$ cat src/design/sarx_pkg.sv
// Shared types and constants for the segmented acknowledge link receiver.
package sarx_pkg;

  // Field widths.
  localparam int unsigned ByteW  = 8;
  localparam int unsigned CountW = 16;

  // Begin byte that opens a transfer; the acknowledge byte itself (0x06)
  // is produced by the transmit side when send_ack is raised.
  localparam logic [ByteW-1:0] BeginByte = 8'h01;

  // Capacity after reset.
  localparam logic [CountW-1:0] CapacityReset = 16'hFFFF;

  // Output tdata layout, lowest bit first.
  localparam int unsigned OutDataW = 48;

  // One result transaction.
  typedef struct packed {
    logic [CountW-1:0] stored_total;
    logic              transfer_done;
    logic              dropped;
    logic [ByteW-1:0]  store_byte;
    logic [CountW-1:0] store_index;
    logic              store_valid;
    logic              send_ack;
  } result_t;

endpackage

$ cat src/design/sarx_ctrl.sv
// Receive state machine: decodes one byte per step and forms its result.
module sarx_ctrl (
  input  logic                          clk_i,
  input  logic                          rst_ni,
  input  logic                          step_i,
  input  logic [sarx_pkg::ByteW-1:0]    rx_byte_i,
  input  logic [sarx_pkg::CountW-1:0]   capacity_i,
  output sarx_pkg::result_t             result_o
);

  typedef enum logic [1:0] {
    PhIdle    = 2'd0,
    PhLength  = 2'd1,
    PhPayload = 2'd2
  } phase_e;

  phase_e                        phase_q, phase_d;
  logic [sarx_pkg::ByteW-1:0]    left_q, left_d;
  logic [sarx_pkg::CountW-1:0]   count_q, count_d;
  logic [sarx_pkg::ByteW-1:0]    left_dec;

  assign left_dec = left_q - 8'd1;

  // Next state and result for the byte at the head of the input stage.
  always_comb begin
    phase_d  = phase_q;
    left_d   = left_q;
    count_d  = count_q;
    result_o = '0;
    case (phase_q)
      PhLength: begin
        if (rx_byte_i == '0) begin
          // A zero length closes the transfer and reports the total.
          result_o.send_ack      = 1'b1;
          result_o.transfer_done = 1'b1;
          result_o.stored_total  = count_q;
          count_d = '0;
          left_d  = '0;
          phase_d = PhIdle;
        end else begin
          left_d  = rx_byte_i;
          phase_d = PhPayload;
        end
      end
      PhPayload: begin
        if (count_q < capacity_i) begin
          result_o.store_valid = 1'b1;
          result_o.store_index = count_q;
          result_o.store_byte  = rx_byte_i;
          count_d = count_q + 16'd1;
        end else begin
          result_o.dropped = 1'b1;
        end
        left_d = left_dec;
        // The last byte of a segment is acknowledged.
        if (left_dec == '0) begin
          result_o.send_ack = 1'b1;
          phase_d = PhLength;
        end
      end
      default: begin
        // Idle, and the unused phase code behaves as idle.
        phase_d = PhIdle;
        if (rx_byte_i == sarx_pkg::BeginByte) begin
          result_o.send_ack = 1'b1;
          count_d = '0;
          left_d  = '0;
          phase_d = PhLength;
        end
      end
    endcase
  end

  // State advances only when a byte moves on to the result register.
  always_ff @(posedge clk_i or negedge rst_ni) begin
    if (!rst_ni) begin
      phase_q <= PhIdle;
      left_q  <= '0;
      count_q <= '0;
    end else if (step_i) begin
      phase_q <= phase_d;
      left_q  <= left_d;
      count_q <= count_d;
    end
  end

endmodule

$ cat src/design/sarx_out_reg.sv
// Result register that holds one finished transaction until it is taken.
module sarx_out_reg (
  input  logic              clk_i,
  input  logic              rst_ni,
  input  logic              load_i,
  input  sarx_pkg::result_t result_i,
  input  logic              ready_i,
  output logic              valid_o,
  output sarx_pkg::result_t result_o
);

  logic              valid_q, valid_d;
  sarx_pkg::result_t result_q;

  // A load always wins; otherwise a taken result empties the register.
  always_comb begin
    if (load_i) begin
      valid_d = 1'b1;
    end else if (ready_i) begin
      valid_d = 1'b0;
    end else begin
      valid_d = valid_q;
    end
  end

  always_ff @(posedge clk_i or negedge rst_ni) begin
    if (!rst_ni) begin
      valid_q <= 1'b0;
    end else begin
      valid_q <= valid_d;
    end
  end

  // Payload needs no reset.
  always_ff @(posedge clk_i) begin
    if (load_i) begin
      result_q <= result_i;
    end
  end

  assign valid_o  = valid_q;
  assign result_o = result_q;

endmodule

$ cat src/design/segmented_ack_link_receiver_core.sv
// Top level of the segmented acknowledge link receiver.
// A byte accepted into the input register shows its result once it has moved on into the result register.
// Throughput: one byte per cycle, set by the single-step state update between
// the input register and the result register; the input stalls only when the
// result register is full and not being taken.
// Reset: asynchronous and active low; returns to idle, clears counts, capacity 65535.
module segmented_ack_link_receiver_core (
  input  logic                          clk_i,
  input  logic                          rst_ni,
  // Configuration: buffer_capacity.
  input  logic                          cfg_we_i,
  input  logic [sarx_pkg::CountW-1:0]   cfg_wdata_i,
  // Input stream.
  input  logic                          s_axis_tvalid,
  output logic                          s_axis_tready,
  input  logic [7:0]                    s_axis_tdata,  // [7:0] rx_byte
  // Output stream.
  output logic                          m_axis_tvalid,
  input  logic                          m_axis_tready,
  // [0] send_ack, [1] store_valid, [17:2] store_index, [25:18] store_byte,
  // [26] dropped, [42:27] stored_total, [47:43] zero
  output logic [sarx_pkg::OutDataW-1:0] m_axis_tdata,
  output logic                          m_axis_tlast   // transfer_done
);

  logic [sarx_pkg::CountW-1:0] capacity_q;
  logic                        in_valid_q;
  logic [sarx_pkg::ByteW-1:0]  in_byte_q;
  logic                        advance;
  sarx_pkg::result_t           step_result;
  sarx_pkg::result_t           out_result;
  logic                        out_valid;

  // Capacity register.
  always_ff @(posedge clk_i or negedge rst_ni) begin
    if (!rst_ni) begin
      capacity_q <= sarx_pkg::CapacityReset;
    end else if (cfg_we_i) begin
      capacity_q <= cfg_wdata_i;
    end
  end

  // The held byte moves on whenever the result register has room.
  assign advance       = in_valid_q && (!out_valid || m_axis_tready);
  assign s_axis_tready = !in_valid_q || advance;

  // Input register.
  always_ff @(posedge clk_i or negedge rst_ni) begin
    if (!rst_ni) begin
      in_valid_q <= 1'b0;
    end else if (s_axis_tready) begin
      in_valid_q <= s_axis_tvalid;
    end
  end

  always_ff @(posedge clk_i) begin
    if (s_axis_tready && s_axis_tvalid) begin
      in_byte_q <= s_axis_tdata;
    end
  end

  sarx_ctrl u_ctrl (
    .clk_i      (clk_i),
    .rst_ni     (rst_ni),
    .step_i     (advance),
    .rx_byte_i  (in_byte_q),
    .capacity_i (capacity_q),
    .result_o   (step_result)
  );

  sarx_out_reg u_out_reg (
    .clk_i    (clk_i),
    .rst_ni   (rst_ni),
    .load_i   (advance),
    .result_i (step_result),
    .ready_i  (m_axis_tready),
    .valid_o  (out_valid),
    .result_o (out_result)
  );

  // Pack the result transaction onto the output stream.
  assign m_axis_tvalid = out_valid;
  assign m_axis_tlast  = out_result.transfer_done;
  assign m_axis_tdata  = {5'd0,
                          out_result.stored_total,
                          out_result.dropped,
                          out_result.store_byte,
                          out_result.store_index,
                          out_result.store_valid,
                          out_result.send_ack};

endmodule

$ cat config.mk
export PLATFORM = sky130hd
export DESIGN_NAME = segmented_ack_link_receiver_core
export DESIGN_NICKNAME = d
export VERILOG_FILES = /design/src/design/sarx_pkg.sv /design/src/design/sarx_ctrl.sv /design/src/design/sarx_out_reg.sv /design/src/design/segmented_ack_link_receiver_core.sv
export SDC_FILE = /design/constraint.sdc
export NUM_CORES = 1
export LEC_CHECK = 0
export BUFFER_PORTS_ARGS = -buffer_cell sky130_fd_sc_hd__buf_2
export CORE_UTILIZATION = 30
export CTS_BUF_LIST = sky130_fd_sc_hd__clkbuf_4 sky130_fd_sc_hd__clkbuf_8
export DETAILED_ROUTE_END_ITERATION = 16
export GPL_ROUTABILITY_DRIVEN = 0
export PLACE_DENSITY = 0.6
export SLEW_MARGIN = 30
export SYNTH_ARGS = -nofsm -noshare
export SYNTH_HDL_FRONTEND = slang
export SYNTH_HIERARCHICAL = 1
export SYNTH_SLANG_ARGS = --single-unit
$ cat constraint.sdc
create_clock -name clk_i -period 8.7 [get_ports clk_i]
set_input_delay 0 -clock clk_i [delete_from_list [all_inputs] [get_ports clk_i]]
set_output_delay 0 -clock clk_i [all_outputs]
set_load 0.01 [all_outputs]
---- Word-level counts from Yosys, hierarchy flattened ----
Index checks and enable logic that the tools add are counted.
storage, ports and cells
  word-level logic and storage cells ...... 58
  bits of input ports ..................... 29
  bits in registers ....................... 96
operators by class
  muxes and demuxes ....................... 20
  add/subtract/negate cells ............... 2
  eq/ne operators ......................... 6
  reduce and logical (&&, ||, !) cells .... 15
  $lt $le $gt $ge ......................... 1
operator list
  cell                   count
  $mux 16                3
  $pmux 16 s2            1
  $add 16x1->16 const B  1
  $logic_not 8->1        2
  $lt 16x16->1           1
  $mux 8                 2
  $pmux 8 s2             1
  $mux 1                 9
  $eq 8x1->1 const B     1
  $reduce_and 2->1       4
  $sub 8x1->8 const B    1
  $ne 2x1->1 const B     3
  $mux 2                 2
  $pmux 2 s2             1
  $reduce_and 4->1       1
  $reduce_bool 3->1      1
  $eq 2x1->1 const B     1
  $eq 2x2->1 const B     1
  $logic_and 1x1->1      2
  $logic_not 1->1        2
  $logic_or 1x1->1       2
  $pmux 1 s2             1
  $reduce_bool 2->1      1

---- Logic depth before layout (Yosys ltp) ----
Gate-level depths: netlist of the first run.
  word-level depth ........................ 5
  gate-level depth with buffers ........... 9
  mapped depth without buffers ............ 7

---- Hierarchy ----
Netlist of the first run, hierarchy kept.
by module, submodules not included
  module                            area an instance (um^2)  instances  cells an instance
  sarx_ctrl                         2672.6                   1          344
  sarx_out_reg                      1357.6                   1          47
  segmented_ack_link_receiver_core  1007.2                   1          54

---- Worst setup path before layout of the first run ----
Ideal clock, no wire load.
  path kind ............................... register -> register
  from .................................... register u_out_reg.valid_q, in the netlist u_out_reg/valid_o
  to ...................................... register u_ctrl.phase_q[1]
  path buffers ............................ 1
  data arrival time ....................... 5.362 ns
  setup slack ............................. 3.252 ns
  stages on the path, launching flop included .. 7
  clock period less this slack ............ 5.448 ns
  path through ............................ dfrtp_1 -> a21boi_0 -> inv_1 -> clkbuf_1 -> nor3_1 -> o21ai_0 -> o211ai_1
on the way
  longest elaborated chain between the ends .. 4
ends and longest elaborated chain
  what                               RTL line                                source
  from (decl)                        sarx_out_reg.sv:12                      logic valid_q, valid_d;
  from (signal assigned)             sarx_out_reg.sv:30                      valid_q <= valid_d;
  $logic_not 1->1                    segmented_ack_link_receiver_core.sv:44  assign advance = in_valid_q && (!out_valid || m_axis_tready);
  $logic_or 1x1->1                   segmented_ack_link_receiver_core.sv:44
  $logic_and 1x1->1                  segmented_ack_link_receiver_core.sv:44
  via advance                        segmented_ack_link_receiver_core.sv:29  logic advance;
  $reduce_and 2->1 (no source line)  --
  to (signal assigned)               sarx_ctrl.sv:77                         phase_q <= PhIdle;
  to (signal assigned)               sarx_ctrl.sv:81                         phase_q <= phase_d;
  to (decl)                          sarx_ctrl.sv:17                         phase_e phase_q, phase_d;
The timed path passes the listed nets, and every way through them passes these cells.
A chain may end at the register's enable or synchronous reset.

---- Worst setup path after layout of the first run ----
  from .................................... register capacity_q[12] (netlist bit)
  to ...................................... register u_out_reg.result_q (netlist bit u_out_reg/result_o[11]), data pin
on the way
  longest elaborated chain between the ends .. 2
ends and longest elaborated chain
  what                               RTL line                                source
  from (decl)                        segmented_ack_link_receiver_core.sv:26  logic [sarx_pkg::CountW-1:0] capacity_q;
  from (signal assigned)             segmented_ack_link_receiver_core.sv:37  capacity_q <= sarx_pkg::CapacityReset;
  from (signal assigned)             segmented_ack_link_receiver_core.sv:39  capacity_q <= cfg_wdata_i;
  $lt 16x16->1                       sarx_ctrl.sv:46                         if (count_q < capacity_i) begin
  $reduce_and 2->1 (no source line)  --
  to (signal assigned)               sarx_out_reg.sv:37                      result_q <= result_i;
  to (decl)                          sarx_out_reg.sv:13                      sarx_pkg::result_t result_q;
Every way passes these cells.

==> impl_metrics.csv, run 1 <==
group,metric,value,unit
clocking,clk_pin_slew_worst_paths,0.10,ns
critical_path,end_kind,"flip-flop",
sta,max_freq,323,MHz
logic_synthesis,yosysSeqAreaShare,53.3,%
route,first_iter_violations,264,
final_layout,layout_common_cells,"73 x buf_2, 52 x edfxtp_1, 46 x and2_1, 33 x nand2_1",
sta,rsz0062_at_grt,"false",
pwr,power.internal,0.000884,W
logic_synthesis,syn_inst,445,
clocking,cts-resized-gates,0,
clocking,numCtsBuffers,9,
job,drv_cap,0,
critical_path,start_kind,"flip-flop",
final_layout,multi_input_area,2120,sq um
global_route,grt_pass1_wl,19000,microns
logic_synthesis,ys_types,60,
final_layout,num_antenna_cells,0,
hold_path,hold_class,"input pin to flip-flop",
final_layout,regArea,2680,sq um
clocking,htree_levels,3,
floorplanning,die_w,132,microns
pwr,comb_power_share,30.3,%
floorplanning,num_rows,47,
sta,relSlewSlack,38.3,%
critical_path,required,8.82,ns
clocking,cts_tree,"yes",
sta,fin_skew,0.0117,ns
critical_path,crit_arrival,3.22,ns
pwr,clock_power_share,21.3,%
final_layout,n_fill_cell,1634,
pwr,power_leakage,2.54,nW
logic_synthesis,yosys_most_used_dff,"edfxtp_1",
global_route,grt_usage,13.8,%
logic_synthesis,synth_edf_count,52,
floorplanning,start_util,30.6,%
floorplanning,dieHeight,132,microns
critical_path,path_max_fanout,25,
logic_synthesis,async_flop_share,45.8,%
pwr,peakVddDrop,88.1,uV
global_route,grt_overflow,0,
sta,timing.hold.ws,0.163,ns
final_layout,fin_cells,758,
route,drtPass1Iterations,4,
floorplanning,dieArea,17300,sq um
floorplanning,core,16500,sq um
route,wl_per_cell,15.2,microns
route,routed_wl,11500,microns
placed_design,port_buffers,74,
route,drc,0,
sta,drv_slew,0,
sta,finalSetupViolations,0,
global_route,grt_pass1_vias,3626,
logic_synthesis,postSynthAreaPerCell,11.3,sq um
sta,worst_pin_slew,0.918,ns
final_layout,area_growth,19.9,%
route,vias,3791,
placed_design,hpwl,7930,microns
logic_synthesis,ys.warnings.count,6,
global_route,grt_max_degree,52,
sta,fin_crit_sh,35.5,%
placed_design,dp.cells,714,
route,viasPerCell,5.00,
pwr,p_seq_share,48.3,%
clocking,cts.sinks,96,
logic_synthesis,synth_area,5040,sq um
critical_path,critPathKind,"flip-flop to flip-flop",
pwr,power_switching_share,36.2,%
pwr,power.switching,0.000501,W
final_layout,drive_above_1_share,25.1,%
clocking,cts-root-buf,"clkbuf_8",
sta,min_period,3.09,ns
logic_synthesis,synth-seq-cells,96,
clocking,clk_latency,0.37,ns
sta,finalHoldViolCount,0,
floorplanning,io-pin-count,80,
pwr,powerDensity,229,nW/um^2
sta,fin_tns_setup,0,ns
clocking,cts_buffer_depth,2,
final_layout,nNetsFinal,582,
global_route,grt_antenna_before_repair,0,
placed_design,place_ws,5.51,ns
sta,layout_setup_ws,5.61,ns
final_layout,mostFrequentLayoutCell,"buf_2",
route,antenna_left,0,
run_status,outcome,"completed",
==> sequential cells by signal, indices dropped and copies added (netlist names) <==
| name | count |
|---|---|
| u_ctrl/count_q | 16 |
| u_out_reg/result_o | 44 |
| u_ctrl/left_q | 8 |
| capacity_q | 16 |
| in_valid_q | 1 |
| in_byte_q | 8 |
| u_ctrl/phase_q | 2 |
| u_out_reg/valid_o | 1 |
==> stage by stage <==
stage,utilization [%],power (W),instance area (sq um)
floorplan,-,0.000964,5050
global route,36.7,0.00148,6040
finish,36.7,0.00139,6040
CTS,36.7,0.00139,6040
global placement,33.8,0.00106,5560
detailed placement,33.8,0.00108,5560
==> per-layer routing <==
layer | up-vias | share of wire, % | GRT usage [%]
met3 | 14 | 5.4 | 2.28
li1 | 1815 | - | -
met4 | 0 | 1.9 | 5.75
met1 | 1821 | 49 | 19.9
met5 | - | 0 | 0
met2 | 141 | 44 | 20.5
==> layout make-up <==
type	count	area share, %
clock buffers	9	2.05
clock inverters	7	1.16
inverters	24	1.49
multi-input cells	297	35.2
flip-flops and latches	96	44.4
well taps	220	4.56
repair buffers	105	11.2
==> power groups by stage <==
stage,clock (W),sequential [W],combinational [W]
finish,0.000296,0.000670,0.000420
global route,0.000324,0.000685,0.000473
CTS,0.000305,0.000668,0.000418
detailed placement,0,0.000678,0.000405
global placement,0,0.000674,0.000390
floorplan,0,0.000643,0.000321
==> cells by family (layout without fill, tap and decap cells) <==
| kind of cell | Yosys count | count (layout) | share of synthesized area [%] |
|---|---|---|---|
| buf+inv | 56 | 145 | 5.32 |
| compound gates | 88 | 88 | 12.4 |
| xor+xnor | 2 | 2 | 0.348 |
| flops | 96 | 96 | 53.3 |
| other cells | 1 | 5 | 0.0744 |
| simple gates | 166 | 166 | 19.3 |
| mux | 16 | 16 | 4.32 |
| fa+ha+maj | 20 | 20 | 4.97 |
==> what timing repair did <==
| action | 4_1_cts | 5_1_grt |
|---|---|---|
| hold endpoints to repair | 54 | 0 |
| endpoints found under the setup margin | 0 | 0 |
| hold buffers | 28 | 0 |
| buffers inserted | 0 | 0 |
==> critical path, cell delays in order, from the launching register on <==
cell and delay [ns]:
dfstp_2 0.55, inv_1 0.05, ha_1 0.29, nand4_1 0.17, nor4_1 0.55, a31oi_2 0.36, and4_1 0.57, and2_1 0.29
==> worst paths after layout <==
path / slack [ns] / start / to / cells past startpoint
max: 5.61 / capacity_q[12] / u_out_reg/result_o[11] / 7
min: 0.16 / cfg_we_i / capacity_q[8] / 2
min reg2reg: 0.54 / in_byte_q[6] / u_ctrl/left_q[6] / 1
max reg2reg: 5.61 / capacity_q[12] / u_out_reg/result_o[11] / 7
max in group asynchronous: 8.10 / rst_ni / u_ctrl/left_q[0] / 2
min in group asynchronous: 0.18 / rst_ni / u_ctrl/left_q[1] / 2
==> cells in the mapped netlist (all sizes together) (2+ instances only) <==
cell type / count / area (sq um)
and4: 3 / 26.3
nor3: 9 / 50.1
nand4b: 3 / 26.3
a221o: 6 / 60.1
dfrtp: 28 / 701
nor4b: 7 / 61.3
nor4: 6 / 37.5
and4b: 2 / 20.0
dfstp: 16 / 420
and3: 5 / 31.3
a21boi: 2 / 15.0
nand3b: 4 / 30.0
clkbuf: 20 / 75.1
o211ai: 12 / 90.1
mux2: 16 / 218
inv: 24 / 90.1
a31oi: 8 / 50.1
nand4: 12 / 75.1
and2: 46 / 288
a211o: 4 / 35.0
ha: 20 / 250
or3: 4 / 25.0
a41oi: 3 / 26.3
o21a: 4 / 30.0
a21oi: 19 / 95.1
nand2: 33 / 124
o311ai: 2 / 17.5
a21o: 2 / 15.0
or4: 2 / 18.8
nor2: 10 / 37.5
o21ai: 10 / 50.1
nand2b: 7 / 43.8
buf: 12 / 103
nand3: 9 / 45.0
a31o: 4 / 35.0
edfxtp: 52 / 1560
nor3b: 2 / 15.0
a311oi: 2 / 17.5
xnor2: 2 / 17.5
Note: power is estimated with default switching activity, not from simulation.
==> run 2: changes to the inputs <==
--- a/config.mk
+++ b/config.mk
@@ -5,12 +5,13 @@
 export SDC_FILE = /design/constraint.sdc
 export NUM_CORES = 1
 export LEC_CHECK = 0
+export ABC_AREA = 1
 export BUFFER_PORTS_ARGS = -buffer_cell sky130_fd_sc_hd__buf_2
 export CORE_UTILIZATION = 30
 export CTS_BUF_LIST = sky130_fd_sc_hd__clkbuf_4 sky130_fd_sc_hd__clkbuf_8
 export DETAILED_ROUTE_END_ITERATION = 16
 export GPL_ROUTABILITY_DRIVEN = 0
-export PLACE_DENSITY = 0.6
+export PLACE_DENSITY = 0.62
 export SLEW_MARGIN = 30
 export SYNTH_ARGS = -nofsm -noshare
 export SYNTH_HDL_FRONTEND = slang
==> constraint.sdc (replaced) <==
create_clock -name clk_i -period 2.67 [get_ports clk_i]
set_input_delay 0 -clock clk_i [delete_from_list [all_inputs] [get_ports clk_i]]
set_output_delay 0 -clock clk_i [all_outputs]
set_load 0.01 [all_outputs]
==> impl_metrics.csv, run 2 <==
group,metric,value,unit
hold_path,hold_class,"input pin to flip-flop",
final_layout,num_antenna_cells,0,
route,first_iter_violations,260,
placed_design,place_ws,0.574,ns
final_layout,drive_above_1_share,20.7,%
global_route,grt_antenna_before_repair,0,
route,antenna_left,0,
global_route,grt_pass1_vias,3279,
sta,min_period,2.08,ns
sta,finalHoldViolCount,0,
sta,max_freq,482,MHz
critical_path,required,2.78,ns
logic_synthesis,syn_inst,519,
sta,rsz0062_at_grt,"false",
critical_path,start_kind,"flip-flop",
final_layout,mostFrequentLayoutCell,"nand2_1",
critical_path,critPathMaxStageDelay,0.54,ns
logic_synthesis,synth_area,4770,sq um
pwr,powerDensity,509,nW/um^2
placed_design,hpwl,6930,microns
clocking,cts_buffer_depth,2,
critical_path,end_kind,"flip-flop",
placed_design,port_buffers,74,
final_layout,n_fill_cell,1571,
sta,worst_pin_slew,0.616,ns
clocking,cts_tree,"yes",
global_route,grt_usage,12.9,%
floorplanning,die_w,128,microns
floorplanning,dieHeight,128,microns
pwr,power_switching_share,26.5,%
sta,relSlewSlack,58.9,%
critical_path,critPathKind,"flip-flop to flip-flop",
global_route,grt_pass1_wl,16400,microns
clocking,cts-resized-gates,0,
final_layout,nNetsFinal,671,
job,drv_cap,0,
logic_synthesis,synth_most_common_cell,"nand2_1",
route,viasPerCell,4.15,
route,routed_wl,9670,microns
clocking,cts-root-buf,"clkbuf_8",
clocking,postCtsSetupBuffers,0,
logic_synthesis,yosys_most_used_dff,"edfxtp_1",
global_route,grt_max_degree,49,
critical_path,path_max_fanout,24,
route,drtPass1Iterations,5,
sta,fin_skew,0.0142,ns
floorplanning,io-pin-count,80,
logic_synthesis,ys.warnings.count,6,
pwr,power.switching,0.000782,W
critical_path,cp_cell_sequence,"inv_1, ha_1, nand4_1, nor3_1, nand2_1, nand2_2, nor2_2, inv_2, nor2_1",
logic_synthesis,yosys.area.top_type_share,32.7,%
logic_synthesis,postSynthAreaPerCell,9.20,sq um
logic_synthesis,yosysSeqAreaShare,56.2,%
final_layout,regArea,2680,sq um
pwr,comb_power_share,11.2,%
final_layout,multi_input_area,1660,sq um
pwr,p_seq_share,58.4,%
logic_synthesis,synth_top_cell_by_area,"edfxtp_1",
logic_synthesis,synthTopCellsByArea,"edfxtp_1 33%, dfrtp_1 15%, nand2_1 8.9%",
route,wl_per_cell,11.5,microns
sta,fin_tns_setup,0,ns
clocking,clk_pin_slew_worst_paths,0.09,ns
clocking,numCtsBuffers,9,
logic_synthesis,synth-seq-cells,96,
run_status,outcome,"completed",
sta,finalSetupViolations,0,
global_route,grt_overflow,0,
floorplanning,start_util,31.1,%
pwr,power.internal,0.00217,W
pwr,clock_power_share,30.4,%
logic_synthesis,ys_types,36,
final_layout,area_growth,21.5,%
pwr,power_leakage,2.65,nW
route,vias,3481,
pwr,peakVddDrop,205,uV
final_layout,largest_reg_flops,44,
final_layout,layout_common_cells,"113 x nand2_1, 85 x inv_1, 74 x buf_2, 65 x nor2_1, 52 x edfxtp_1",
sta,layout_setup_ws,0.593,ns
clocking,cts.sinks,96,
floorplanning,num_rows,45,
clocking,htree_levels,3,
clocking,clk_latency,0.37,ns
floorplanning,core,15400,sq um
logic_synthesis,async_flop_share,45.8,%
floorplanning,dieArea,16400,sq um
logic_synthesis,synth_common_cells,"113 x nand2_1, 85 x inv_1, 65 x nor2_1",
route,drc,0,
critical_path,cpMaxStageDelayCell,"dfstp_2",
sta,fin_crit_sh,77.8,%
sta,drv_slew,0,
critical_path,crit_arrival,2.18,ns
logic_synthesis,synth_edf_count,52,
clocking,hold_buffers,28,
run 2: changes by cell type after synthesis, sizes merged, moves of 16 or more:
cell | before | now
and2 | 46 | 0
nand3 | 9 | 34
inv | 24 | 88
o21ai | 10 | 32
mux2 | 16 | 0
nand2 | 33 | 117
clkbuf | 20 | 2
nor2 | 10 | 70
run 2: worst max-delay path, delay by kind of cell (launching register included):
kind / cells / cell delay [ns]
AND/OR/NAND/NOR: 6 / 0.58
flip-flops: 1 / 0.54
buffers and inverters: 2 / 0.39
adder cells (fa/ha/maj): 1 / 0.31
run 2: area by class of cell:
cell class	instances	area share, %
sequential	96	46.2
inverter	88	5.69
clock buffer	9	2.14
tap	211	4.55
clock inverter	7	1.06
multi-input combinational	321	28.6
timing repair buffer	106	11.7
run 2: logic make-up (layout without fill, tap and decap cells):
kind of cell,Yosys count,in the layout,synth area share (%)
simple gates,232,232,21.0
flops,96,96,56.2
xor+xnor,5,5,0.917
other cells,1,5,0.0785
buf+inv,106,210,9.64
compound gates,59,59,6.94
fa+ha+maj,20,20,5.24
run 2: metrics by stage:
| stage | std cells | hold slack (ns) | instance area, sq um | power (W) | utilization, % |
|---|---|---|---|---|---|
| global placement | 794 | 0.0284 | 5340 | 0.00206 | 34.7 |
| CTS | 838 | 0.0740 | 5800 | 0.00301 | 37.7 |
| finish | 838 | 0.0960 | 5800 | 0.00295 | 37.7 |
| detailed placement | 794 | 0.0273 | 5340 | 0.00206 | 34.7 |
| global route | 838 | 0.134 | 5800 | 0.00312 | 37.7 |
| floorplan | 523 | -0.296 | 4790 | 0.00194 | - |
run 2: power by group through the flow:
| stage | clock network [W] | logic, W | registers [W] |
|---|---|---|---|
| final | 0.000899 | 0.000331 | 0.00172 |
| after detailed placement | 0 | 0.000306 | 0.00176 |
| after global placement | 0 | 0.000303 | 0.00175 |
| after global routing | 0.00101 | 0.000380 | 0.00174 |
| after floorplan | 0 | 0.000157 | 0.00178 |
| after CTS | 0.000944 | 0.000338 | 0.00173 |
run 2: path summary, 6_finish.rpt:
| check | slack, ns | from | to | cells after the start |
|---|---|---|---|---|
| max | 0.59 | capacity_q[15] | u_out_reg/result_o[19] | 9 |
| min | 0.1 | cfg_we_i | capacity_q[13] | 3 |
| max reg2reg | 0.59 | capacity_q[15] | u_out_reg/result_o[19] | 9 |
| min reg2reg | 0.47 | capacity_q[12] | capacity_q[12] | 2 |
| max in group asynchronous | 1.78 | rst_ni | capacity_q[0] | 3 |
| min in group asynchronous | 0.16 | rst_ni | u_ctrl/count_q[14] | 2 |
run 2: routing by layer:
layer,global-route usage (%),share of wire [%],vias to the layer above
met5,0,0,-
li1,-,-,1849
met4,4.78,1.4,0
met1,19.2,54,1542
met2,18.5,41,80
met3,2.38,4.4,10
==> run 3: changes to the inputs <==
==> constraint.sdc (replaced) <==
create_clock -name clk_i -period 1.9 [get_ports clk_i]
set_input_delay 0 -clock clk_i [delete_from_list [all_inputs] [get_ports clk_i]]
set_output_delay 0 -clock clk_i [all_outputs]
set_load 0.01 [all_outputs]
==> impl_metrics.csv, run 3 (synthesis results as in run 2) <==
group,metric,value,unit
run_status,outcome,"complete, but fails checks",
run_status,violations,"negative setup slack",
clocking,cts_buffer_depth,2,
sta,fin_crit_sh,103,%
route,viasPerCell,4.30,
critical_path,reg2reg_slack,-0.05,ns
sta,fin_skew,0.0112,ns
pwr,power.internal,0.00332,W
sta,max_freq,512,MHz
final_layout,area_growth,34.9,%
route,wl_per_cell,12.5,microns
final_layout,fin_cells,863,
placed_design,hpwl,7190,microns
clocking,clk_pin_slew_worst_paths,0.10,ns
pwr,comb_power_share,11.6,%
clocking,cts.sinks,96,
sta,worst_pin_slew,0.523,ns
critical_path,end_kind,"flip-flop",
route,first_iter_violations,206,
hold_path,hold_class,"input pin to flip-flop",
floorplanning,die_w,128,microns
global_route,grt_max_degree,49,
placed_design,port_buffers,74,
route,antenna_left,0,
sta,fin_tns_setup,-0.855,ns
floorplanning,dieArea,16400,sq um
floorplanning,dieHeight,128,microns
critical_path,start_kind,"flip-flop",
clocking,cts_tree,"yes",
sta,drv_slew,0,
clocking,numCtsBuffers,9,
pwr,p_seq_share,54.9,%
global_route,grt_overflow,0,
final_layout,n_fill_cell,1537,
final_layout,largest_reg_flops,44,
critical_path,crit_arrival,2.27,ns
route,drtPass1Iterations,5,
final_layout,mostFrequentLayoutCell,"nand2_1",
hold_path,hold_path_end,"capacity_q[12]",
sta,timing.hold.ws,0.0624,ns
final_layout,regArea,2680,sq um
floorplanning,io-pin-count,80,
clocking,clk_latency,0.38,ns
floorplanning,num_rows,45,
critical_path,path_max_fanout,8,
critical_path,r2r_cells,13,
route,vias,3709,
critical_path,timing.rr.end,"u_ctrl/count_q[1]",
global_route,grt_pass1_wl,17400,microns
sta,finalSetupViolations,35,
final_layout,num_antenna_cells,0,
pwr,power,0.00442,W
pwr,power_switching_share,24.9,%
pwr,powerDensity,686,nW/um^2
sta,layout_setup_ws,-0.0532,ns
clocking,htree_levels,3,
sta,finalHoldViolCount,0,
pwr,clock_power_share,33.5,%
sta,relSlewSlack,65.1,%
floorplanning,start_util,31.1,%
global_route,grt_usage,13.9,%
global_route,grt_pass1_vias,3542,
critical_path,critPathKind,"flip-flop to flip-flop",
job,drv_cap,0,
pwr,power_leakage,2.80,nW
pwr,power.switching,0.00110,W
floorplanning,core,15400,sq um
hold_path,holdPathStages,3,
sta,rsz0062_at_grt,"true",
clocking,cts-root-buf,"clkbuf_8",
final_layout,multi_input_area,1980,sq um
critical_path,required,2.22,ns
placed_design,place_ws,-0.0975,ns
hold_path,hp-start,"cfg_we_i",
final_layout,layout_common_cells,"104 x nand2_1, 74 x buf_2, 73 x inv_1, 61 x nor2_1, 52 x edfxtp_1",
global_route,grt_antenna_before_repair,0,
route,routed_wl,10800,microns
final_layout,nNetsFinal,696,
critical_path,reg2reg_from,"capacity_q[5]",
placed_design,dp.cells,813,
sta,min_period,1.95,ns
route,drc,0,
final_layout,drive_above_1_share,33.0,%
pwr,peakVddDrop,283,uV
## run 3: cell types whose count changed in the layout (fill, tap and decap cells not counted), moves of 4 or more
cell,before,now
nand3_1,32,16
nand3_2,2,18
buf_4,4,19
inv_1,85,73
ha_1,20,9
ha_4,0,11
inv_2,3,14
nand2_1,113,104
nand2_2,1,10
a21oi_1,18,13
a21oi_2,0,5
nor2_1,65,61
## run 3: power by group through the flow
stage / Clock, W / Combinational (W) / Sequential, W
2_1_floorplan: 0 / 0.000223 / 0.00250
3_3_place_gp: 0 / 0.000434 / 0.00246
3_5_place_dp: 0 / 0.000440 / 0.00247
4_1_cts: 0.00154 / 0.000500 / 0.00243
5_1_grt: 0.00163 / 0.000580 / 0.00244
6_report: 0.00148 / 0.000513 / 0.00242
## run 3: final cells by class
| type | count | area share, % |
|---|---|---|
| clock buffer | 9 | 1.92 |
| clock inverter | 7 | 1.50 |
| inverter | 88 | 5.17 |
| multi-input combinational | 322 | 30.8 |
| sequential | 96 | 41.7 |
| tap | 211 | 4.10 |
| timing repair buffer | 130 | 14.9 |
## run 3: worst max path at each step
stage                             to              start
6_report           u_ctrl/count_q[1]      capacity_q[5]
5_1_grt        u_out_reg/result_o[5]      capacity_q[1]
4_1_cts        u_out_reg/result_o[5]     capacity_q[15]
3_5_place_dp   u_out_reg/result_o[6]      capacity_q[5]
3_3_place_gp   u_out_reg/result_o[9]     capacity_q[15]
2_1_floorplan     u_ctrl/count_q[13]  u_out_reg/valid_o
## run 3: repair_timing
item | in CTS | in global routing
setup endpoints to repair | 27 | 45
gates cloned | 2 | 1
resized for setup | 23 | 50
hold endpoints to repair | 70 | 0
hold buffers | 28 | 0
setup buffers | 2 | 1
pin swaps | 4 | 16
## run 3: critical path, cell delays in order, from the launching register on
cell     delay [ns]
dfstp_2        0.55
inv_2          0.05
ha_4           0.23
a21oi_2        0.14
nor2_2         0.05
nor3_2         0.10
nand2_1        0.08
nand2_1        0.07
nand2_2        0.07
buf_6          0.13
nand2_8        0.11
buf_8          0.16
nand3_2        0.06
nand2_1        0.09
## run 3: metal layers
| metal | part of all wire (%) | track usage, % |
|---|---|---|
| met3 | 5.6 | 2.71 |
| met4 | 1.8 | 6.02 |
| met5 | 0 | 0 |
| met1 | 49 | 19.7 |
| met2 | 44 | 20.5 |
## run 3: stage by stage
step,util [%],instance area (sq um)
final,41.9,6440
after detailed placement,35.9,5520
after global placement,35.9,5520
after floorplan,-,4810
after CTS,40.4,6210
after global routing,41.9,6440
